## src/pbe_pkg.sv

```systemverilog
// Shared types and constants for the panel button, encoder and LED control unit.
package pbe_pkg;

  // Default PWM duty width
  localparam int unsigned DUTY_BITS_DEF = 8;

  // Configuration port geometry
  localparam int unsigned CFG_IDX_W  = 3;
  localparam int unsigned CFG_DATA_W = 16;

  // Configuration register reset values
  localparam logic [7:0]  STEP_SIZE_RST      = 8'd2;
  localparam logic [15:0] BLINK_PERIOD_RST   = 16'd300;
  localparam logic [7:0]  DEBOUNCE_COUNT_RST = 8'd5;

  // Configuration register indexes
  typedef enum logic [CFG_IDX_W-1:0] {
    CFG_STEP_SIZE      = 3'd0,
    CFG_BLINK_PERIOD   = 3'd1,
    CFG_DEBOUNCE_COUNT = 3'd2,
    CFG_GREEN_LEVEL    = 3'd3,
    CFG_WHITE_LEVEL    = 3'd4
  } cfg_idx_e;

  // Quadrature A:B codes, A in bit 1
  localparam logic [1:0] QUAD_00 = 2'b00;
  localparam logic [1:0] QUAD_01 = 2'b01;
  localparam logic [1:0] QUAD_11 = 2'b11;
  localparam logic [1:0] QUAD_10 = 2'b10;

  // Configuration register file contents
  typedef struct packed {
    logic [7:0]  step_size;
    logic [15:0] blink_period;
    logic [7:0]  debounce_count;
    logic [7:0]  green_level;
    logic [7:0]  white_level;
  } cfg_t;

endpackage

```

## src/panel_button_encoder_led_control_unit.sv

```systemverilog
// A poll beat accepted into the input register steps the core when the result register
// is free, and its result is held in the result register until output ready takes it.
// Throughput: one poll per cycle while results are taken; input and result registers
// each hold one beat, so input is taken while a finished result waits downstream.
// Reset (rst_ni low, asynchronous): all panel state cleared, red off, blinking off,
// configuration registers to step 2, blink period 300 ms, debounce 5, levels 0.
module panel_button_encoder_led_control_unit #(
  parameter int unsigned DUTY_BITS = pbe_pkg::DUTY_BITS_DEF
) (
  input  logic                            clk_i,
  input  logic                            rst_ni,
  // Configuration writes
  input  logic                            cfg_we_i,
  input  logic [pbe_pkg::CFG_IDX_W-1:0]   cfg_idx_i,
  input  logic [pbe_pkg::CFG_DATA_W-1:0]  cfg_wdata_i,
  // Poll beats
  input  logic                            in_valid_i,
  output logic                            in_ready_o,
  input  logic                            power_button_i,
  input  logic                            mode_button_i,
  input  logic                            enc_a_i,
  input  logic                            enc_b_i,
  input  logic [31:0]                     now_ms_i,
  // Result beats
  output logic                            out_valid_o,
  input  logic                            out_ready_i,
  output logic [DUTY_BITS-1:0]            duty_red_o,
  output logic [DUTY_BITS-1:0]            duty_green_o,
  output logic [DUTY_BITS-1:0]            duty_blue_o,
  output logic [DUTY_BITS-1:0]            duty_white_o
);
  import pbe_pkg::*;

  cfg_t                 cfg_q;
  logic                 s1_valid_q, out_valid_q;
  logic                 s1_power_q, s1_mode_q;
  logic [1:0]           s1_pair_q;
  logic [31:0]          s1_now_q;
  logic [DUTY_BITS-1:0] red_q, green_q, blue_q, white_q;
  logic [DUTY_BITS-1:0] red_d, green_d, blue_d, white_d;
  logic                 in_fire, s1_fire, out_free;

  // Configuration registers
  always_ff @(posedge clk_i or negedge rst_ni) begin
    if (!rst_ni) begin
      cfg_q.step_size      <= STEP_SIZE_RST;
      cfg_q.blink_period   <= BLINK_PERIOD_RST;
      cfg_q.debounce_count <= DEBOUNCE_COUNT_RST;
      cfg_q.green_level    <= '0;
      cfg_q.white_level    <= '0;
    end else if (cfg_we_i) begin
      case (cfg_idx_i)
        CFG_STEP_SIZE:      cfg_q.step_size      <= cfg_wdata_i[7:0];
        CFG_BLINK_PERIOD:   cfg_q.blink_period   <= cfg_wdata_i;
        CFG_DEBOUNCE_COUNT: cfg_q.debounce_count <= cfg_wdata_i[7:0];
        CFG_GREEN_LEVEL:    cfg_q.green_level    <= cfg_wdata_i[7:0];
        CFG_WHITE_LEVEL:    cfg_q.white_level    <= cfg_wdata_i[7:0];
        default: ;
      endcase
    end
  end

  // Handshake flow
  assign out_free   = !out_valid_q || out_ready_i;
  assign s1_fire    = s1_valid_q && out_free;
  assign in_ready_o = !s1_valid_q || out_free;
  assign in_fire    = in_valid_i && in_ready_o;

  always_ff @(posedge clk_i or negedge rst_ni) begin
    if (!rst_ni) begin
      s1_valid_q  <= 1'b0;
      out_valid_q <= 1'b0;
    end else begin
      if (in_fire)      s1_valid_q <= 1'b1;
      else if (s1_fire) s1_valid_q <= 1'b0;
      if (s1_fire)          out_valid_q <= 1'b1;
      else if (out_ready_i) out_valid_q <= 1'b0;
    end
  end

  // Input register
  always_ff @(posedge clk_i) begin
    if (in_fire) begin
      s1_power_q <= power_button_i;
      s1_mode_q  <= mode_button_i;
      s1_pair_q  <= {enc_a_i, enc_b_i};
      s1_now_q   <= now_ms_i;
    end
  end

  pbe_core #(
    .DUTY_BITS(DUTY_BITS)
  ) u_core (
    .clk_i   (clk_i),
    .rst_ni  (rst_ni),
    .step_i  (s1_fire),
    .power_i (s1_power_q),
    .mode_i  (s1_mode_q),
    .pair_i  (s1_pair_q),
    .now_i   (s1_now_q),
    .cfg_i   (cfg_q),
    .red_o   (red_d),
    .green_o (green_d),
    .blue_o  (blue_d),
    .white_o (white_d)
  );

  // Result register
  always_ff @(posedge clk_i) begin
    if (s1_fire) begin
      red_q   <= red_d;
      green_q <= green_d;
      blue_q  <= blue_d;
      white_q <= white_d;
    end
  end

  assign out_valid_o  = out_valid_q;
  assign duty_red_o   = red_q;
  assign duty_green_o = green_q;
  assign duty_blue_o  = blue_q;
  assign duty_white_o = white_q;

`ifndef SYNTHESIS
  // Input is only refused while a beat is held in the input register
  a_ready_full: assert property (@(posedge clk_i) disable iff (!rst_ni)
    !in_ready_o |-> s1_valid_q)
    else $error("input refused with empty input register");

  // A held input beat survives a stalled result
  a_s1_hold: assert property (@(posedge clk_i) disable iff (!rst_ni)
    s1_valid_q && out_valid_q && !out_ready_i |=> s1_valid_q)
    else $error("input beat dropped under output stall");

  // A result appears only after an input beat moved forward
  a_out_src: assert property (@(posedge clk_i) disable iff (!rst_ni)
    $rose(out_valid_q) |-> $past(s1_valid_q))
    else $error("result without input beat");
`endif

endmodule

```

## src/pbe_core.sv

```systemverilog
// Panel state: button debounce, encoder tracking, blink timing and duty values.
module pbe_core #(
  parameter int unsigned DUTY_BITS = pbe_pkg::DUTY_BITS_DEF
) (
  input  logic                 clk_i,
  input  logic                 rst_ni,
  input  logic                 step_i,
  input  logic                 power_i,
  input  logic                 mode_i,
  input  logic [1:0]           pair_i,
  input  logic [31:0]          now_i,
  input  pbe_pkg::cfg_t        cfg_i,
  output logic [DUTY_BITS-1:0] red_o,
  output logic [DUTY_BITS-1:0] green_o,
  output logic [DUTY_BITS-1:0] blue_o,
  output logic [DUTY_BITS-1:0] white_o
);
  import pbe_pkg::*;

  localparam int unsigned LVL_W = (DUTY_BITS > 8) ? DUTY_BITS : 8;
  localparam int unsigned SUM_W = LVL_W + 1;
  localparam logic [DUTY_BITS-1:0] DUTY_MAX = '1;

  typedef struct packed {
    logic       last;
    logic [7:0] hold;
    logic       fire;
  } db_t;

  // Debounce: count polls held high after a low reading
  function automatic db_t debounce(input logic level, input logic last,
                                   input logic [7:0] hold, input logic [7:0] cnt);
    db_t r;
    r.last = last;
    r.hold = hold;
    r.fire = 1'b0;
    if (!last && level) begin
      if (hold < cnt) r.hold = hold + 8'd1;
    end else begin
      r.hold = '0;
      r.last = level;
    end
    if (r.hold == cnt) begin
      r.last = level;
      r.fire = 1'b1;
    end
    return r;
  endfunction

  logic                 power_last_q, mode_last_q;
  logic [7:0]           power_hold_q, mode_hold_q;
  logic                 red_on_q, red_on_d;
  logic                 blink_en_q, blink_en_d;
  logic                 phase_q, phase_d;
  logic [31:0]          mark_q, mark_d;
  logic [1:0]           quad_q;
  logic [DUTY_BITS-1:0] blue_q, blue_d;

  db_t                  pwr_db, mode_db;
  logic                 fwd;
  logic [SUM_W-1:0]     blue_ext, step_ext, sum, diff;
  logic [31:0]          elapsed;
  logic [LVL_W-1:0]     green_ext, white_ext;

  // Buttons
  always_comb begin
    pwr_db     = debounce(power_i, power_last_q, power_hold_q, cfg_i.debounce_count);
    mode_db    = debounce(mode_i, mode_last_q, mode_hold_q, cfg_i.debounce_count);
    red_on_d   = red_on_q ^ pwr_db.fire;
    blink_en_d = blink_en_q ^ mode_db.fire;
  end

  // Encoder: forward steps raise blue, any other change lowers it
  always_comb begin
    fwd = ((quad_q == QUAD_00) && (pair_i == QUAD_01)) ||
          ((quad_q == QUAD_01) && (pair_i == QUAD_11)) ||
          ((quad_q == QUAD_11) && (pair_i == QUAD_10)) ||
          ((quad_q == QUAD_10) && (pair_i == QUAD_00));
    blue_ext = SUM_W'(blue_q);
    step_ext = SUM_W'(cfg_i.step_size);
    sum      = blue_ext + step_ext;
    diff     = blue_ext - step_ext;
    blue_d   = blue_q;
    if (pair_i != quad_q) begin
      if (fwd) begin
        blue_d = (sum > SUM_W'(DUTY_MAX)) ? DUTY_MAX : sum[DUTY_BITS-1:0];
      end else begin
        blue_d = (blue_ext > step_ext) ? diff[DUTY_BITS-1:0] : '0;
      end
    end
  end

  // Blink phase timing, kept while blinking is off
  always_comb begin
    elapsed = now_i - mark_q;
    phase_d = phase_q;
    mark_d  = mark_q;
    if (blink_en_d && (elapsed > 32'(cfg_i.blink_period))) begin
      phase_d = ~phase_q;
      mark_d  = now_i;
    end
  end

  // Duty values for this poll
  always_comb begin
    green_ext = LVL_W'(cfg_i.green_level);
    white_ext = LVL_W'(cfg_i.white_level);
    red_o     = red_on_d ? DUTY_MAX : '0;
    green_o   = (blink_en_d && phase_d) ? '0 : green_ext[DUTY_BITS-1:0];
    blue_o    = blue_d;
    white_o   = white_ext[DUTY_BITS-1:0];
  end

  // State update once per poll
  always_ff @(posedge clk_i or negedge rst_ni) begin
    if (!rst_ni) begin
      power_last_q <= 1'b0;
      power_hold_q <= '0;
      mode_last_q  <= 1'b0;
      mode_hold_q  <= '0;
      red_on_q     <= 1'b0;
      blink_en_q   <= 1'b0;
      phase_q      <= 1'b0;
      mark_q       <= '0;
      quad_q       <= QUAD_00;
      blue_q       <= '0;
    end else if (step_i) begin
      power_last_q <= pwr_db.last;
      power_hold_q <= pwr_db.hold;
      mode_last_q  <= mode_db.last;
      mode_hold_q  <= mode_db.hold;
      red_on_q     <= red_on_d;
      blink_en_q   <= blink_en_d;
      phase_q      <= phase_d;
      mark_q       <= mark_d;
      quad_q       <= pair_i;
      blue_q       <= blue_d;
    end
  end

`ifndef SYNTHESIS
  // A completed power press flips red
  a_red_toggle: assert property (@(posedge clk_i) disable iff (!rst_ni)
    step_i && pwr_db.fire |=> red_on_q != $past(red_on_q))
    else $error("red did not toggle on debounced press");

  // Blue only moves on an encoder change
  a_blue_hold: assert property (@(posedge clk_i) disable iff (!rst_ni)
    step_i && (pair_i == quad_q) |=> blue_q == $past(blue_q))
    else $error("blue moved without encoder change");

  // Phase only flips while blinking is on
  a_phase_en: assert property (@(posedge clk_i) disable iff (!rst_ni)
    step_i && !blink_en_d |=> phase_q == $past(phase_q))
    else $error("blink phase moved while blinking off");
`endif

endmodule
```

## config.mk

```make
export PLATFORM = sky130hd
export DESIGN_NAME = panel_button_encoder_led_control_unit
export DESIGN_NICKNAME = d
export VERILOG_FILES = /design/src/pbe_pkg.sv /design/src/panel_button_encoder_led_control_unit.sv /design/src/pbe_core.sv
export SDC_FILE = /design/constraint.sdc
export NUM_CORES = 1
export LEC_CHECK = 0
export ABC_AREA = 1
export BUFFER_PORTS_ARGS = -buffer_cell sky130_fd_sc_hd__buf_4
export CAP_MARGIN = 10
export CORE_ASPECT_RATIO = 0.6
export CORE_MARGIN = 2
export CORE_UTILIZATION = 45
export CTS_CLUSTER_DIAMETER = 120
export DETAILED_ROUTE_END_ITERATION = 8
export HOLD_SLACK_MARGIN = 0.02
export PLACE_DENSITY = 0.72
export SLEW_MARGIN = 30
export SYNTH_ARGS = -nofsm -noshare
export SYNTH_HDL_FRONTEND = slang
export SYNTH_SLANG_ARGS = --single-unit
```

## constraint.sdc

```tcl
create_clock -name clk_i -period 3.2 [get_ports clk_i]
set_clock_uncertainty 0.05 [all_clocks]
set_input_delay 0.48 -clock clk_i [delete_from_list [all_inputs] [get_ports clk_i]]
set_output_delay 0.48 -clock clk_i [all_outputs]
set_load 0.02 [all_outputs]
```

### Word-level counts from Yosys, hierarchy flattened

Index checks and enable logic that the tools add are counted.

* register bits after elaboration: 181
* input bits: 60
* word-level logic and storage cells: 105

* add/subtract/negate cells: 5
* $lt $le $gt $ge: 5
* equal/unequal tests: 15
* mux-type cells: 20
* bitwise operators: 3
* reduce and logical (&&, ||, !) cells: 32

Operators by type and width (count)
* $mux 8: 9
* $gt 32x16->1: 1
* $sub 32x32->32: 1
* $add 8x1->8 const B: 2
* $eq 8x8->1: 2
* $lt 8x8->1: 2
* $reduce_and 2->1: 8
* $mux 1: 11
* $logic_and 1x1->1: 10
* $add 8x8->9: 1
* $gt 9x8->1 const B: 1
* $eq 2x2->1 const B: 4
* $gt 8x8->1: 1
* $sub 8x8->8: 1
* $eq 3x2->1 const B: 2
* $logic_or 1x1->1: 5
* $eq 2x1->1 const B: 2
* $logic_not 1->1: 4
* $logic_not 2->1: 2
* $ne 2x2->1 const B: 2
* $reduce_bool 2->1: 2
* $eq 3x1->1 const B: 1
* $eq 3x3->1 const B: 1
* $logic_not 3->1: 1
* other kinds (3): 4

### Logic depth before layout (Yosys ltp)

Gate-level depths: netlist of run 1.

* depth after elaboration: 9
* gate-level depth with buffers: 26
* depth with buffers taken out: 25

### By module

From an unflattened synthesis of run 1, not the netlist that was laid out.

* cell total of the unflattened synthesis: 1485
* area, all modules: 11483.5 µm²

By module, submodules not included
* pbe_core: times used 1, cells an instance 1189, area each 7385.8 µm², sequential area each 1576.5 µm²
* panel_button_encoder_led_control_unit: times used 1, cells an instance 296, area each 4097.7 µm², sequential area each 3301.9 µm²

### Worst setup path before layout of run 1

Ideal clock, no wire load.

* path kind: register to register
* start: register s1_now_q[4]
* end: register u_core.mark_q[10]
* arrival: 3.005 ns
* data required time: 3.033 ns
* setup slack: 0.028 ns
* stages on the path, launching flop included: 23
* clock period less this slack: 3.172 ns
* cell sequence: edfxtp_1 > ha_1 > a21oi_2 > nor2_1 > nor2_1 > nand2_1 > nand2_1 > nand2_1 > xor2_1 > ha_1 > a21oi_1 > o21ai_0 > a21oi_1 > nand2_1 > nand2_1 > nand3_1 > nor2_1 > nand3_1 > nor2_2 > nand3_2 > clkbuf_1 > nand4_1 > nand2_1

* word-level cells in the longest chain between the ends: 4

RTL lines
* start: declaration: line panel_button_encoder_led_control_unit.sv:38 `logic [31:0] s1_now_q;`
* start signal: assignment: line panel_button_encoder_led_control_unit.sv:87 `s1_now_q <= now_ms_i;`
* $sub 32x32->32: line pbe_core.sv:95 `elapsed = now_i - mark_q;`
* $gt 32x16->1: line pbe_core.sv:98 `if (blink_en_d && (elapsed > 32'(cfg_i.blink_period))) begin`
* $logic_and 1x1->1: line pbe_core.sv:98
* $reduce_and 2->1 (no line)
* end signal: assignment: line pbe_core.sv:135 `mark_q <= mark_d;`
* end: declaration: line pbe_core.sv:55 `logic [31:0] mark_q, mark_d;`

No other way between the ends.
A chain may end at the register's enable or synchronous reset.

### Final worst setup path of run 1

* start: register s1_now_q[11]
* end: register green_q[6], in the netlist duty_green_o[6], data pin

* word-level cells in the longest chain between the ends: 5

RTL lines
* $sub 32x32->32: line pbe_core.sv:95
* $gt 32x16->1: line pbe_core.sv:98
* $logic_and 1x1->1: line pbe_core.sv:98
* $mux 1: line pbe_core.sv:98
* $logic_and 1x1->1: line pbe_core.sv:109 `green_o = (blink_en_d && phase_d) ? '0 : green_ext[DUTY_BITS-1:0];`
* end signal: assignment: line panel_button_encoder_led_control_unit.sv:112 `green_q <= green_d;`
* end: declaration: line panel_button_encoder_led_control_unit.sv:39 `logic [DUTY_BITS-1:0] red_q, green_q, blue_q, white_q;`

No other way between the ends.

==> flow_summary.yaml, run 1 <==
grt:
  first_global_vias: 9061
  grt_pass1_wl_mm: 49.3
  global_route.overflow_total: 0
  grt_max_degree: 45
  grt_antenna_before_repair: 0
  overall_global_routing_usage_pct: 24.7
place:
  portBuffers: 93
  globalplace.congestion: 0.972
  dpl_worst_slack_ns: -0.432
  hpwl_mm: 23.8
  placed_cells_incl_taps: 1925
  placement.cell_area_sq_um: 12700
critical_path:
  r2r-start: "s1_now_q[11]"
  cp_cell_sequence: "ha_4 > buf_6 > nand2_1 > nand2_1 > buf_4 > a21oi_4 > nand3_4 > xor2_2 > ha_1 > nand2_2 > buf_4 > nor3_2 > nand2_1 > nand2_1 > nand2_1 > nand3_1 > nor2_1 > nand3_1 > nor2_2 > nand4_1 > nand2_4 > a21oi_2"
  worstSetupPathType: "reg -> reg"
  cp.arrival_ns: 3.64
  worst_setup_path_end_kind: "register"
  total_buffers_and_inverters_traversed_by_the_critical_path: 3
  timing.critical_path.required_ns: 3.34
  timing.critical_path.fanout_max: 8
  crit_path_top_delay_cell: "sky130_fd_sc_hd__edfxtp_1"
  instance_count_on_the_critical_path: 22
  crit_path_max_incr_delay_ns: 0.47
  crit_top_cell: "sky130_fd_sc_hd__nand2_1"
  critical-path-top-delay-family: "simple AND/OR/NAND/NOR gates"
  worst-r2r-cell-count: 22
  critical_path.startpoint_type: "register"
  crit_path_start: "s1_now_q[11]"
yosys:
  yosysSeqAreaShare_pct: 42.0
  synthesis.instances: 1467
  synthFlopType: "sky130_fd_sc_hd__dfrtp_1"
  synthMostInstantiatedCell: "sky130_fd_sc_hd__nand2_1"
  yosys.area.top_type_share_pct: 23.9
  top_cell_types_by_occurrence_after_synthesis: "488 x sky130_fd_sc_hd__nand2_1, 221 x sky130_fd_sc_hd__inv_1, 106 x sky130_fd_sc_hd__dfrtp_1"
  synth_cell_types: 40
  synth_area_leaders: "sky130_fd_sc_hd__dfrtp_1 24%, sky130_fd_sc_hd__edfxtp_1 16%, sky130_fd_sc_hd__nand2_1 16%, sky130_fd_sc_hd__ha_1 8.9%, sky130_fd_sc_hd__inv_1 7.5%"
  postSynthRegisterBits: 174
  share_of_the_synthesized_netlist_area_taken_by_xor_and_xnor_gates_pct: 2.91
  yosysWarningCount: 0
  post_synth_mux_area_share_pct: 0
  post-synth-top-area-cell: "sky130_fd_sc_hd__dfrtp_1"
  mean_syn_cell_area_sq_um: 7.58
  mappedNetlistNets: 1609
  yosys.area_share.adder_pct: 9.43
  complex_gate_fraction_of_the_synthesized_area_pct: 7.72
  count_of_flip_flops_with_a_built_in_enable_after_synthesis: 61
  synth_top_family_by_area: "simple AND/OR/NAND/NOR gates"
  ys_async_sr_fraction_pct: 64.9
  synth_simple_gate_area_share_pct: 28.4
  post_synth_instance_area_sq_um: 11100
run_status:
  outcome: "finished with violations"
  failed_checks: "setup timing"
floorplanning:
  die_area_sq_um: 26000
  num_rows: 44
  floorplan.core_area_sq_um: 24200
  num_io_pins: 94
  fp.dieW_microns: 207
  start_util_pct: 45.9
  chipHeight_microns: 126
finish:
  final_cell_count_no_fill: 1977
  multi_input_area_sq_um: 6030
  insertedDiodeCount: 0
  layout.core_utilization_pct: 58.1
  finish.instance_area_sq_um: 14100
  layout.area.seq_sq_um: 4670
  num-nets-final: 1784
  fillerInstances: 2168
  layout-area-overhead-vs-synth_pct: 26.5
  drive_above_1_share_pct: 21.9
clocking:
  htree_levels: 4
  clock_latency_ns: 0.45
  max-clock-path-buffers: 2
  clockRootBuffer: "sky130_fd_sc_hd__clkbuf_16"
  cts.clk_slew.worst_paths_ns: 0.08
  tritoncts: "built"
  cts_buffers: 17
  numClockSinks: 174
timing:
  grt_setup_unrepaired: "true"
  tns_ns: -9.24
  finalHoldWorstSlack_ns: 0.154
  period_needed_ns: 3.51
  timing.final.ws_setup_ns: -0.306
  max_slew.worst_pin.slew_ns: 0.641
  max_freq_ghz: 0.285
  timing.final.hold_violations: 0
  report.final.setup_viol: 41
  maxSlewHeadroom_pct: 57.2
  fin_crit_sh_pct: 110
  drv_slew: 0
pwr:
  total_power_mw: 12.7
  p_per_area_nw_per_um2: 900
  leakagePower_nw: 7.14
  peakVddDrop_v: 0.000473
route:
  firstDrtPassIters: 6
  initialDrtViolationCount: 959
  post_drt_via_cell_ratio: 5.18
  drc_errors: 0
  totalWireLength_mm: 31.5
  drt.antenna.violating_nets: 0
  vias: 10300
  routed_wire_length_per_instance_microns: 16.0
run:
  max_cap_viol_count: 0
worst_hold_path:
  min_from: "enc_b_i"
  hold_path.class: "in -> reg"
  hold-path-cell-count: 1
-- layout make-up --
| class | instances | area share (%) |
|---|---|---|
| repair buffers | 195 | 11.1 |
| flip-flops and latches | 174 | 33.2 |
| multi-input cells | 1030 | 42.9 |
| well taps | 322 | 2.87 |
| clock buffers | 18 | 3.05 |
| clock inverters | 14 | 0.872 |
| inverters | 224 | 6.00 |
-- where the power goes --
part           switching (mW)  total (mW)  internal (mW)
clock network           0.976        2.00           1.02
logic                    4.34        7.33           3.00
registers               0.395        3.32           2.93
-- worst paths after layout --
check                           slack (ns)               endpoint
worst max-delay path                 -0.31        duty_green_o[6]
worst max register to register       -0.31        duty_green_o[6]
worst min register to register        0.40        duty_white_o[3]
worst min-delay path                  0.15           s1_pair_q[0]
max in group asynchronous             1.97              cfg_q[32]
min in group asynchronous             0.35  u_core.mode_hold_q[2]
-- layer usage --
layer / up-vias / track usage (%) / part of all wire (%)
met1: 4785 / 41.9 / 51
met2: 392 / 30.7 / 38
li1: 5054 / - / -
met5: - / 0 / 0
met4: 0 / 4.76 / 0.77
met3: 19 / 6.03 / 9.8
-- registers in the layout, indices dropped and copies added (netlist names) --
signal               count
cfg_q                   48
s1_now_q                32
u_core.mark_q           32
duty_blue_o              8
duty_green_o             8
duty_white_o             8
u_core.blue_q            8
u_core.mode_hold_q       8
u_core.power_hold_q      8
s1_pair_q                2
u_core.quad_q            2
duty_red_o               1
out_valid_o              1
s1_mode_q                1
s1_power_q               1
s1_valid_q               1
u_core.blink_en_q        1
u_core.mode_last_q       1
u_core.phase_q           1
u_core.power_last_q      1
u_core.red_on_q          1
-- repair_timing --
item                       CTS  global route
buffers inserted             8            11
gates resized for setup     78            56
hold endpoints to repair     7             0
hold buffers                 1             0
pin swaps                   42            49
setup endpoints to repair   41            43
-- layout by cell type, fill, tap and decap left out, types with 7 or more instances in the layout --
cell                        instances
sky130_fd_sc_hd__nand2_1          457
sky130_fd_sc_hd__inv_1            212
sky130_fd_sc_hd__buf_4            181
sky130_fd_sc_hd__dfrtp_1          106
sky130_fd_sc_hd__nand3_1           80
sky130_fd_sc_hd__nor2_1            79
sky130_fd_sc_hd__o21ai_0           70
sky130_fd_sc_hd__ha_1              62
sky130_fd_sc_hd__edfxtp_1          61
sky130_fd_sc_hd__nand4_1           50
sky130_fd_sc_hd__a21oi_1           48
sky130_fd_sc_hd__nand2_2           38
sky130_fd_sc_hd__ha_4              17
sky130_fd_sc_hd__clkbuf_16         17
sky130_fd_sc_hd__xor2_1            15
sky130_fd_sc_hd__a21oi_2           15
sky130_fd_sc_hd__xnor2_1           14
sky130_fd_sc_hd__inv_2             10
sky130_fd_sc_hd__nor2_2            10
sky130_fd_sc_hd__nand2_4            8
sky130_fd_sc_hd__dfstp_2            7
sky130_fd_sc_hd__buf_6              7
-- logic make-up after synthesis --
family / count (synthesis)
compound gates: 161
xor+xnor: 37
buf+inv: 263
fa+ha+maj: 82
flops: 174
simple gates: 750
Power figures use the tool's default switching activity.
==> run 2, diff against run 1 <==
--- a/config.mk
+++ b/config.mk
@@ -18,4 +18,5 @@
 export SLEW_MARGIN = 30
 export SYNTH_ARGS = -nofsm -noshare
 export SYNTH_HDL_FRONTEND = slang
+export SYNTH_HIERARCHICAL = 1
 export SYNTH_SLANG_ARGS = --single-unit
==> run 2 against run 1 <==
Design area increased by 1.1%; critical path depth rose by 1; global-route usage fell by 1.0 points; die area increased by 3.2%; non-clock buffer count decreased by 5; clock power increased by 9%; sequential share of layout area rose by 1.1 points; the flow still finishes with violations (setup timing); combinational power fell by 10%; highest routed layer unchanged; register-to-register slack improved by 0.08 ns; first-iteration DRC count rose by 8.6%; routed wire length rose by 0.97%; core utilization shrank 1.6 points.
==> flow_summary.yaml, run 2 <==
run_status:
  outcome: "finished with violations"
  failed_checks: "setup timing"
critical_path:
  worst_setup_path_end_kind: "register"
  capture_point_of_the_worst_reg_to_reg_path: "u_core/mark_q[13]"
  minimum_setup_slack_among_reg_to_reg_paths_ns: -0.23
  r2r-start: "s1_now_q[10]"
  worst-r2r-cell-count: 23
  critical_path.startpoint_type: "register"
  cp.arrival_ns: 3.76
  worstSetupPathType: "reg -> reg"
  timing.critical_path.fanout_max: 9
  timing.critical_path.required_ns: 3.53
timing:
  grt_setup_unrepaired: "true"
  timing.final.hold_violations: 0
  timing.final.ws_setup_ns: -0.226
  report.final.setup_viol: 41
  drv_slew: 0
  fin_crit_sh_pct: 107
  period_needed_ns: 3.43
  max_freq_ghz: 0.292
  maxSlewHeadroom_pct: 60.8
  max_slew.worst_pin.slew_ns: 0.587
yosys:
  count_of_flip_flops_with_a_built_in_enable_after_synthesis: 68
  synthFlopType: "sky130_fd_sc_hd__dfrtp_1"
  mean_syn_cell_area_sq_um: 7.73
  post-synth-top-area-cell: "sky130_fd_sc_hd__dfrtp_1"
  yosysWarningCount: 6
  synth_cell_types: 43
  top_cell_types_by_occurrence_after_synthesis: "520 x sky130_fd_sc_hd__nand2_1, 177 x sky130_fd_sc_hd__inv_1, 126 x sky130_fd_sc_hd__nand3_1"
  ys_async_sr_fraction_pct: 62.4
  mappedNetlistNets: 1627
  yosys.area.top_type_share_pct: 23.1
  postSynthRegisterBits: 181
  post_synth_instance_area_sq_um: 11500
  synthMostInstantiatedCell: "sky130_fd_sc_hd__nand2_1"
  synthesis.instances: 1485
  yosysSeqAreaShare_pct: 42.5
  synth_area_leaders: "sky130_fd_sc_hd__dfrtp_1 23%, sky130_fd_sc_hd__edfxtp_1 18%, sky130_fd_sc_hd__nand2_1 17%, sky130_fd_sc_hd__ha_1 8.6%, sky130_fd_sc_hd__inv_1 5.8%"
finish:
  drive_above_1_share_pct: 21.2
  layout-area-overhead-vs-synth_pct: 23.7
  largest_register_ff_count: 48
  layout.cells.most_common_list: "482 x sky130_fd_sc_hd__nand2_1, 180 x sky130_fd_sc_hd__buf_4, 170 x sky130_fd_sc_hd__inv_1"
  registers.top_by_ff_count: "cfg_q"
  most_frequent_standard_cell_in_the_layout_excluding_fill_and_tap_cells: "sky130_fd_sc_hd__nand2_1"
  num-nets-final: 1791
  reg_top3: "cfg_q: 48 flops, s1_now_q: 32 flops, u_core/mark_q: 32 flops"
  layout.core_utilization_pct: 56.5
  insertedDiodeCount: 0
clocking:
  clockRootBuffer: "sky130_fd_sc_hd__clkbuf_16"
  clock_latency_ns: 0.45
  numClockSinks: 181
  max-clock-path-buffers: 2
  tritoncts: "built"
  cts.clk_slew.worst_paths_ns: 0.08
  cts_buffers: 17
  htree_levels: 4
floorplanning:
  num_io_pins: 94
  fp.dieW_microns: 210
  num_rows: 45
  die_area_sq_um: 26900
  floorplan.core_area_sq_um: 25200
  start_util_pct: 45.6
  chipHeight_microns: 128
grt:
  grt_max_degree: 82
  global_route.overflow_total: 0
  grt_antenna_before_repair: 0
  overall_global_routing_usage_pct: 23.7
  first_global_vias: 9894
  grt_pass1_wl_mm: 49.9
pwr:
  pwr-share-seq_pct: 28.3
  p_per_area_nw_per_um2: 859
  sw_power_mw: 5.27
  swShare_pct: 43.2
  peakVddDrop_v: 0.000503
  leakagePower_nw: 7.05
  share_clk_of_total_power_pct: 17.8
  internal_power_mw: 6.94
  share_comb_of_total_power_pct: 53.9
route:
  drt.antenna.violating_nets: 0
  vias: 10500
  firstDrtPassIters: 6
  drc_errors: 0
  initialDrtViolationCount: 1041
  routed_wire_length_per_instance_microns: 16.0
  totalWireLength_mm: 31.8
  post_drt_via_cell_ratio: 5.27
place:
  globalplace.congestion: 0.957
  dpl_worst_slack_ns: -0.402
  hpwl_mm: 23.0
  portBuffers: 93
worst_hold_path:
  hold_path.class: "in -> reg"
  hold-path-cell-count: 1
  min_from: "enc_a_i"
  min_delay_worst_endpoint: "s1_pair_q[1]"
run:
  max_cap_viol_count: 0
-- run 2: cell types whose count changed after synthesis, sizes merged, moves of 4 or more --
cell / change
a21oi: -4
clkbuf: -7
nand3b: +10
nand2: +25
inv: -34
nand3: +39
xnor2: -4
nor2: -4
edfxtp: +7
buf: +13
o21ai: -24
-- run 2: metrics by stage --
stage	total power, mW	TNS [ns]	hold WS [ns]	cells	instance area, sq um
after floorplan	7.28	0	0.134	1485	11500
after CTS	11.7	-3.33	0.126	1979	13800
final	12.2	-8.13	0.144	1991	14200
after detailed placement	9.19	-12.48	0.387	1938	12900
after global routing	13.1	-15.19	0.122	1991	14200
after global placement	9.02	-7.97	0.387	1938	12900
-- run 2: metal layers --
layer  GRT usage [%]  vias up  routed length, microns
met5               0        -                       0
met4            5.01        0                     283
met3            5.66       27                    2580
met2            35.5      386                   13500
met1            34.9     4959                   15500
li1                -     5126                       -
-- run 2: final cells by class --
class	instances	area, sq um
well taps	329	412
clock buffers	18	429
inverters	192	721
clock inverters	14	166
repair buffers	190	1540
fillers	2227	11000
multi-input cells	1067	6060
flip-flops and latches	181	4880
-- run 2: timing repair --
item / CTS / global route
pin swaps: 13 / 30
hold buffers: 1 / 0
gates resized for setup: 43 / 66
gates cloned: 0 / 2
hold endpoints to repair: 40 / 0
endpoints found under the setup margin: 41 / 49
setup buffers: 8 / 10
-- run 2: worst max path at each step --
stage,from,to,slack [ns],depth (start not counted)
finish,s1_now_q[10],u_core/mark_q[13],-0.23,23
global route,s1_now_q[10],u_core/mark_q[4],-0.39,22
CTS,s1_now_q[0],u_core/mark_q[9],-0.12,26
detailed placement,s1_now_q[0],duty_green_o[5],-0.40,24
global placement,s1_now_q[6],duty_green_o[0],-0.28,21
floorplan,s1_now_q[0],duty_green_o[0],0.03,23
-- run 2: cell families after synthesis --
family	after synthesis	synth area share (%)
AND/OR/NAND/NOR	822	31.0
buffers and inverters	237	8.90
XOR/XNOR	33	2.52
AO/OA/AOI/OAI	130	5.99
flip-flops	181	42.5
adder cells (fa/ha/maj)	82	9.13
-- run 2: worst max-delay path, cell delays in order, from the launching register on --
cell	delay (ns)
sky130_fd_sc_hd__edfxtp_1	0.46
sky130_fd_sc_hd__ha_4	0.29
sky130_fd_sc_hd__nand2_2	0.12
sky130_fd_sc_hd__nor2_1	0.06
sky130_fd_sc_hd__nor2_1	0.17
sky130_fd_sc_hd__nor2_1	0.09
sky130_fd_sc_hd__nor2_1	0.14
sky130_fd_sc_hd__nand2_2	0.09
sky130_fd_sc_hd__xor2_2	0.22
sky130_fd_sc_hd__ha_4	0.25
sky130_fd_sc_hd__a21oi_2	0.13
sky130_fd_sc_hd__o21ai_1	0.08
sky130_fd_sc_hd__nor2_1	0.10
sky130_fd_sc_hd__nand2_1	0.06
sky130_fd_sc_hd__nand2_1	0.05
sky130_fd_sc_hd__nand2_1	0.05
sky130_fd_sc_hd__nor2_1	0.10
sky130_fd_sc_hd__nand2_1	0.09
sky130_fd_sc_hd__nor2_4	0.13
sky130_fd_sc_hd__nand3_4	0.13
sky130_fd_sc_hd__nand3_4	0.18
sky130_fd_sc_hd__clkbuf_16	0.20
sky130_fd_sc_hd__nand2_1	0.06
sky130_fd_sc_hd__nand2_1	0.05
-- run 2: power groups by stage --
| stage | Combinational (mW) | Sequential, mW | Clock [mW] |
|---|---|---|---|
| 2_1_floorplan | 3.78 | 3.50 | 0 |
| 3_3_place_gp | 5.58 | 3.44 | 0 |
| 3_5_place_dp | 5.73 | 3.45 | 0 |
| 4_1_cts | 6.06 | 3.42 | 2.21 |
| 5_1_grt | 7.30 | 3.51 | 2.31 |
| 6_report | 6.59 | 3.45 | 2.17 |
